## config.mk

```make
export PLATFORM = sky130hd
export DESIGN_NAME = frame_counter_extender
export DESIGN_NICKNAME = d
export VERILOG_FILES = /design/src/sv/fce_pkg.sv /design/src/sv/fce_datapath.sv /design/src/sv/frame_counter_extender.sv
export SDC_FILE = /design/constraint.sdc
export NUM_CORES = 1
export LEC_CHECK = 0
export ABC_AREA = 1
export ABC_CLOCK_PERIOD_IN_PS = 23200
export BUFFER_PORTS_ARGS = -buffer_cell sky130_fd_sc_hd__buf_2
export CAP_MARGIN = 10
export CELL_PAD_IN_SITES_DETAIL_PLACEMENT = 0
export CELL_PAD_IN_SITES_GLOBAL_PLACEMENT = 1
export CORE_UTILIZATION = 50
export CTS_BUF_LIST = sky130_fd_sc_hd__clkbuf_2
export DETAILED_ROUTE_END_ITERATION = 12
export PLACE_DENSITY_LB_ADDON = 0.1
export SYNTH_ARGS = -nofsm -noshare
export SYNTH_HDL_FRONTEND = slang
export SYNTH_SLANG_ARGS = --single-unit
```

## constraint.sdc

```tcl
create_clock -name clk -period 23.2 [get_ports clk]
set_input_delay 2.32 -clock clk [delete_from_list [all_inputs] [get_ports clk]]
set_output_delay 2.32 -clock clk [all_outputs]
set_load 0.05 [all_outputs]
```

## src/sv/fce_pkg.sv

```systemverilog
// Package for the frame counter extender.
// Holds the transaction payload types, the command codes and the shared constants.
// No dependencies.
`default_nettype none

package fce_pkg;

	// Width and reset value of the offset limit register.
	localparam int unsigned LimitW = 30;
	localparam logic [LimitW-1:0] LimitReset = 30'd1000;

	// A drop of more than this much in the adjusted count is taken as a wrap.
	localparam logic [31:0] WrapWindow = 32'h4000_0000;

	// Command codes.
	localparam logic CmdExtend  = 1'b0;
	localparam logic CmdConvert = 1'b1;

	// One input transaction.
	typedef struct packed {
		logic        cmd;
		logic [31:0] kernel_count;
		logic [63:0] target_count;
		logic        read_ok;
	} item_t;

	// One result transaction.
	typedef struct packed {
		logic [63:0] local_count;
		logic [31:0] kernel_target;
	} result_t;

endpackage

`default_nettype wire

```

## src/sv/fce_datapath.sv

```systemverilog
// Count state and the single-pass datapath of the frame counter extender.
// Holds offset, previous count and wrap count; computes one result from one item.
// Depends on fce_pkg.
`default_nettype none

module fce_datapath (
	input  wire logic                         clk,
	input  wire logic                         arst_n,
	input  wire logic                         commit,
	input  wire fce_pkg::item_t               item,
	input  wire logic [fce_pkg::LimitW-1:0]   limit,
	output fce_pkg::result_t                  result
);

	logic [31:0] offset_q;
	logic [31:0] prev_q;
	logic [31:0] wrap_q;

	logic        do_ext;
	logic        do_resync;
	logic [31:0] adj;
	logic [31:0] delta;
	logic        wrap_hit;
	logic [31:0] wrap_next;
	logic [63:0] ext_local;
	logic signed [63:0] diff;
	logic signed [63:0] lim64;
	logic        beyond;
	logic [31:0] off_sum;
	logic signed [31:0] lim32;
	logic        in_window;
	logic [31:0] offset_next;

	// Extension of the hardware count with the current offset and wrap count.
	always_comb begin
		do_ext    = (item.cmd == fce_pkg::CmdExtend) || item.read_ok;
		adj       = item.kernel_count + offset_q;
		delta     = adj - prev_q;
		wrap_hit  = delta[31] && (delta < (32'd0 - fce_pkg::WrapWindow));
		wrap_next = wrap_q + {31'd0, wrap_hit};
		ext_local = {wrap_next, adj};
	end

	// Offset resynchronization when the target drifts beyond the limit.
	always_comb begin
		diff        = $signed(item.target_count - ext_local);
		lim64       = $signed({{(64 - fce_pkg::LimitW){1'b0}}, limit});
		lim32       = $signed({{(32 - fce_pkg::LimitW){1'b0}}, limit});
		beyond      = (diff > lim64) || (diff < -lim64);
		off_sum     = offset_q + diff[31:0];
		in_window   = ($signed(off_sum) < lim32) && ($signed(off_sum) > -lim32);
		do_resync   = (item.cmd == fce_pkg::CmdConvert) && item.read_ok && beyond;
		offset_next = offset_q;
		if (do_resync) begin
			offset_next = in_window ? 32'd0 : off_sum;
		end
	end

	// Result fields.
	always_comb begin
		result.local_count   = do_ext ? ext_local : 64'd0;
		result.kernel_target = (item.cmd == fce_pkg::CmdConvert) ?
			(item.target_count[31:0] - offset_next) : 32'd0;
	end

	// State update, once per committed transaction.
	always_ff @(posedge clk or negedge arst_n) begin
		if (!arst_n) begin
			offset_q <= '0;
			prev_q   <= '0;
			wrap_q   <= '0;
		end else if (commit) begin
			offset_q <= offset_next;
			if (do_ext) begin
				prev_q <= adj;
				wrap_q <= wrap_next;
			end
		end
	end

	// State holds between transactions.
	a_state_hold: assert property (@(posedge clk) disable iff (!arst_n)
		!commit |=> $stable(offset_q) && $stable(prev_q) && $stable(wrap_q))
		else $error("count state changed without a transaction");

	// The wrap count advances by at most one per transaction.
	a_wrap_step: assert property (@(posedge clk) disable iff (!arst_n)
		commit |=> (wrap_q == $past(wrap_q)) || (wrap_q == $past(wrap_q) + 32'd1))
		else $error("wrap count jumped by more than one");

	// A convert command with a failed read leaves the count state alone.
	a_failed_read_hold: assert property (@(posedge clk) disable iff (!arst_n)
		commit && (item.cmd == fce_pkg::CmdConvert) && !item.read_ok
		|=> $stable(offset_q) && $stable(prev_q) && $stable(wrap_q))
		else $error("failed read changed the count state");

endmodule

`default_nettype wire

```

## src/sv/frame_counter_extender.sv

```systemverilog
// Top level of the frame counter extender: input register, limit register,
// result register and handshake control around the datapath.
// Depends on fce_pkg and fce_datapath.
`default_nettype none

// Channel   Signals                               Direction  Payload
// item      item_valid, item_ready, item          in         fce_pkg::item_t
// result    result_valid, result_ready, result    out        fce_pkg::result_t
// config    cfg_wr_en, cfg_wr_data                in         30-bit offset limit
//
// One transaction per cycle sustained while result_ready stays high; an accepted
// item passes through the input register, then the result register, before its
// result is valid.
// The count state is updated as an item moves from the input register into the
// result register, so each item sees the state left by the one before it.
// A stalled result holds the input register; an empty result register frees it.
// Reset clears all valid flags and the count state and sets the limit to 1000.

module frame_counter_extender (
	input  wire logic                       clk,
	input  wire logic                       arst_n,
	input  wire logic                       item_valid,
	output logic                            item_ready,
	input  wire fce_pkg::item_t             item,
	output logic                            result_valid,
	input  wire logic                       result_ready,
	output fce_pkg::result_t                result,
	input  wire logic                       cfg_wr_en,
	input  wire logic [fce_pkg::LimitW-1:0] cfg_wr_data
);

	logic                       valid_s1;
	fce_pkg::item_t             item_s1;
	logic [fce_pkg::LimitW-1:0] limit_q;
	logic                       result_valid_q;
	fce_pkg::result_t           result_q;
	fce_pkg::result_t           result_next;
	logic                       advance;

	// Handshake: the stage moves on when the result register is free or draining.
	always_comb begin
		advance    = valid_s1 && (!result_valid_q || result_ready);
		item_ready = !valid_s1 || advance;
	end

	// Limit register.
	always_ff @(posedge clk or negedge arst_n) begin
		if (!arst_n) begin
			limit_q <= fce_pkg::LimitReset;
		end else if (cfg_wr_en) begin
			limit_q <= cfg_wr_data;
		end
	end

	// Valid flags of the input and result registers.
	always_ff @(posedge clk or negedge arst_n) begin
		if (!arst_n) begin
			valid_s1       <= 1'b0;
			result_valid_q <= 1'b0;
		end else begin
			if (item_ready) begin
				valid_s1 <= item_valid;
			end
			if (advance) begin
				result_valid_q <= 1'b1;
			end else if (result_ready) begin
				result_valid_q <= 1'b0;
			end
		end
	end

	// Payload registers.
	always_ff @(posedge clk) begin
		if (item_ready && item_valid) begin
			item_s1 <= item;
		end
		if (advance) begin
			result_q <= result_next;
		end
	end

	fce_datapath u_datapath (
		.clk    (clk),
		.arst_n (arst_n),
		.commit (advance),
		.item   (item_s1),
		.limit  (limit_q),
		.result (result_next)
	);

	assign result_valid = result_valid_q;
	assign result       = result_q;

	// With the result register empty the block always takes a transaction.
	a_ready_when_empty: assert property (@(posedge clk) disable iff (!arst_n)
		!result_valid_q |-> item_ready)
		else $error("input stalled while the result register is empty");

	// An extend command gives a zero hardware target.
	a_extend_zero_target: assert property (@(posedge clk) disable iff (!arst_n)
		advance && (item_s1.cmd == fce_pkg::CmdExtend) |=> result_q.kernel_target == 32'd0)
		else $error("extend command produced a nonzero hardware target");

	// A result transaction is never lost: a waiting result stays valid.
	a_result_kept: assert property (@(posedge clk) disable iff (!arst_n)
		result_valid_q && !result_ready |=> result_valid_q)
		else $error("pending result dropped");

endmodule

`default_nettype wire

```

==> impl_metrics.tcl <==
set metrics [dict create \
    initial_utilization_pct 51.15 \
    post-route-util_pct 56.41 \
    tightest_slew_ns 1.078 \
    avgViaCountPerCell 5.622 \
    fmax_ghz 0.06732 \
    yosysSeqAreaShare_pct 34.93 \
    hold_buffers 0 \
    numClockSinks 322 \
    timing.final.crit_share_pct 64.03 \
    syn_inst 3337 \
    grtUsageTotal_pct 32.32 \
    drt_iter0_markers 2079 \
    rr_endpoint "result[30]" \
    grt_max_degree 81 \
    fin_cells 4358 \
    drv_slew 0 \
    placed_cells 4193 \
    path_clk_slew_ns 0.10 \
    ant_nets 0 \
    syn_to_final_growth_pct 10.28 \
    synth_cell_type_count 56 \
    cp.required_ns 24.00 \
    grt_overflow 0 \
    min_from "u_datapath.prev_q[30]" \
    vias 24500 \
    clock_latency_ns 1.11 \
    cpPeakStageDelay_ns 0.55 \
    fin_skew_ns 0.08595 \
    worstPathMaxFanout 34 \
    synth_edf_count 194 \
    grt_pass1_wl_um 130200 \
    die_area_sq_mm 0.05266 \
    fin_nets 4085 \
    firstDrtPassIters 5 \
    yosys_warnings 0 \
    synth.avg_cell_area_sq_um 7.753 \
    io_buffers 230 \
    cts-resized-gates 0 \
    ys_async_sr_fraction_pct 39.75 \
    clock-root-buffer "clkbuf_2" \
    path_delay_family "simple AND/OR/NAND/NOR gates" \
    cp.buffers_inverters 9 \
    crit_path_frequent_cell "nand2_1" \
    drc 0 \
    syn-num-nets 3811 \
    hold_path_depth 2 \
    gp_congestion 0.9966 \
    core_sq_mm 0.05058 \
    rsz0062_at_grt "no" \
    worstSetupPathType "reg -> reg" \
    drive_gt1_share_pct 11.80 \
    num-fill-cells 4814 \
    finalCriticalPeriod_ns 14.86 \
    rows 82 \
    cts_made_buffers 88 \
    r2r_start "u_datapath.offset_q[0]" \
    wl_um 85660 \
    setup_viol 0 \
    min_path_type "reg -> reg" \
    critPathArrivalTime_ns 15.65 \
    cap_violations 0 \
    ys_seq_elements 322 \
    max_slew_margin_pct 28.14 \
    cts_tree "yes" \
    hpwl_um 70400 \
    whs_ns 0.4991 \
    cts-htree-levels 3 \
    synthFlopType "edfxtp_1" \
    min_to "u_datapath.prev_q[30]" \
    status "finished clean" \
    reg2reg_slack_ns 8.34 \
    cp-end-kind "flop" \
    antenna_found_initial 1 \
    die_h_um 229.5 \
    pin_count 231 \
    clk_path_buf_depth 3 \
    hold_viol 0 \
    avgRoutedWirePerCell_um 19.66 \
    cp.depth 90 \
    cpMaxStageDelayCell "nand2_4" \
    post_cts_buffers 0 \
    first_global_vias 23270 \
    finalSetupTns_ns 0 \
    die_x_um 229.5 \
    critPathLaunchType "flop" \
    syn-cell-area_sq_mm 0.02587 \
    reg2regPathDepth 90 \
]
routing by layer:
layer	vias up	wire length (um)	track usage [%]
li1	11910	-	-
met3	131	7859	7.296
met4	0	2096	8.875
met1	11440	41780	49.23
met2	1018	33930	45.19
met5	-	0	0
synth_stat cells (16+ instances only):
master | n | area, sq um
dfrtp_1 | 122 | 3053
nand4_1 | 76 | 475.5
a21oi_1 | 274 | 1371
nand2_1 | 819 | 3074
xor2_1 | 95 | 832.1
nor2_1 | 293 | 1100
inv_1 | 410 | 1539
nor3_1 | 50 | 250.2
o21ai_0 | 220 | 1101
a21o_1 | 20 | 150.1
nor4_1 | 16 | 100.1
xnor2_1 | 45 | 394.1
edfxtp_1 | 194 | 5826
ha_1 | 337 | 4217
a31oi_1 | 19 | 118.9
clkbuf_1 | 44 | 165.2
nand3_1 | 124 | 620.6
how the worst max path moves through the flow:
stage / startpoint / endpoint / slack (ns)
4_1_cts: u_datapath.offset_q[0] / result[30] / 8.80
5_1_grt: u_datapath.offset_q[0] / result[28] / 6.79
3_5_place_dp: u_datapath.offset_q[0] / result[30] / 8.88
6_report: u_datapath.offset_q[0] / result[30] / 8.34
2_1_floorplan: u_datapath.offset_q[0] / result[30] / 12.05
3_3_place_gp: u_datapath.offset_q[0] / result[30] / 9.38
sequential cells by signal (all words and copies together), names as in the netlist:
signal,count
u_datapath.prev_q,32
result,96
valid_s1,1
item_s1,98
u_datapath.offset_q,32
u_datapath.wrap_q,32
limit_q,30
result_valid,1
through the flow:
step	cell area [sq um]	setup slack (ns)
after CTS	28530	8.800
after floorplan	25870	12.05
final	28530	8.345
after global routing	28530	6.795
after global placement	27720	9.383
after detailed placement	27720	8.877
placed cells by master, fill, tap and decap left out, types with 20 or more instances in the layout:
cell type,instances
a21o_1,20
a21oi_1,274
buf_2,229
clkbuf_2,134
clkinv_1,22
dfrtp_1,122
edfxtp_1,194
ha_1,337
inv_1,407
nand2_1,819
nand3_1,124
nand4_1,76
nor2_1,291
nor3_1,50
o21ai_0,220
xnor2_1,45
xor2_1,95
area by class of cell:
type / instances / area (sq um) / area share, %
Inverter: 415 / 1563 / 5.477
Timing Repair Buffer: 238 / 1217 / 4.267
Multi-Input combinational cell: 2546 / 15060 / 52.78
Tap cell: 672 / 840.8 / 2.947
Sequential cell: 322 / 9036 / 31.67
Antenna cell: 1 / 2.502 / 0.008770
Clock buffer: 134 / 670.6 / 2.350
Clock inverter: 30 / 143.9 / 0.5043
cell families after synthesis:
family | synth area share (%)
adders and majority gates | 16.61
AOI/OAI and AO/OA | 13.45
xor gates and xnor gates | 4.739
buffers and inverters | 6.930
DFF | 34.93
and+or+nand+nor | 23.34
worst reg2reg max path, delay by kind of cell, from the launching register on:
kind	cells	cell delay [ns]
AOI/OAI and AO/OA	23	4.35
xor gates and xnor gates	4	0.76
adders and majority gates	9	2.59
buffers and inverters	9	0.64
DFF	1	0.44
and+or+nand+nor	45	5.83
Power is not shown: default switching activity piles up to over one toggle a cycle in this logic, so the estimate is an artifact.
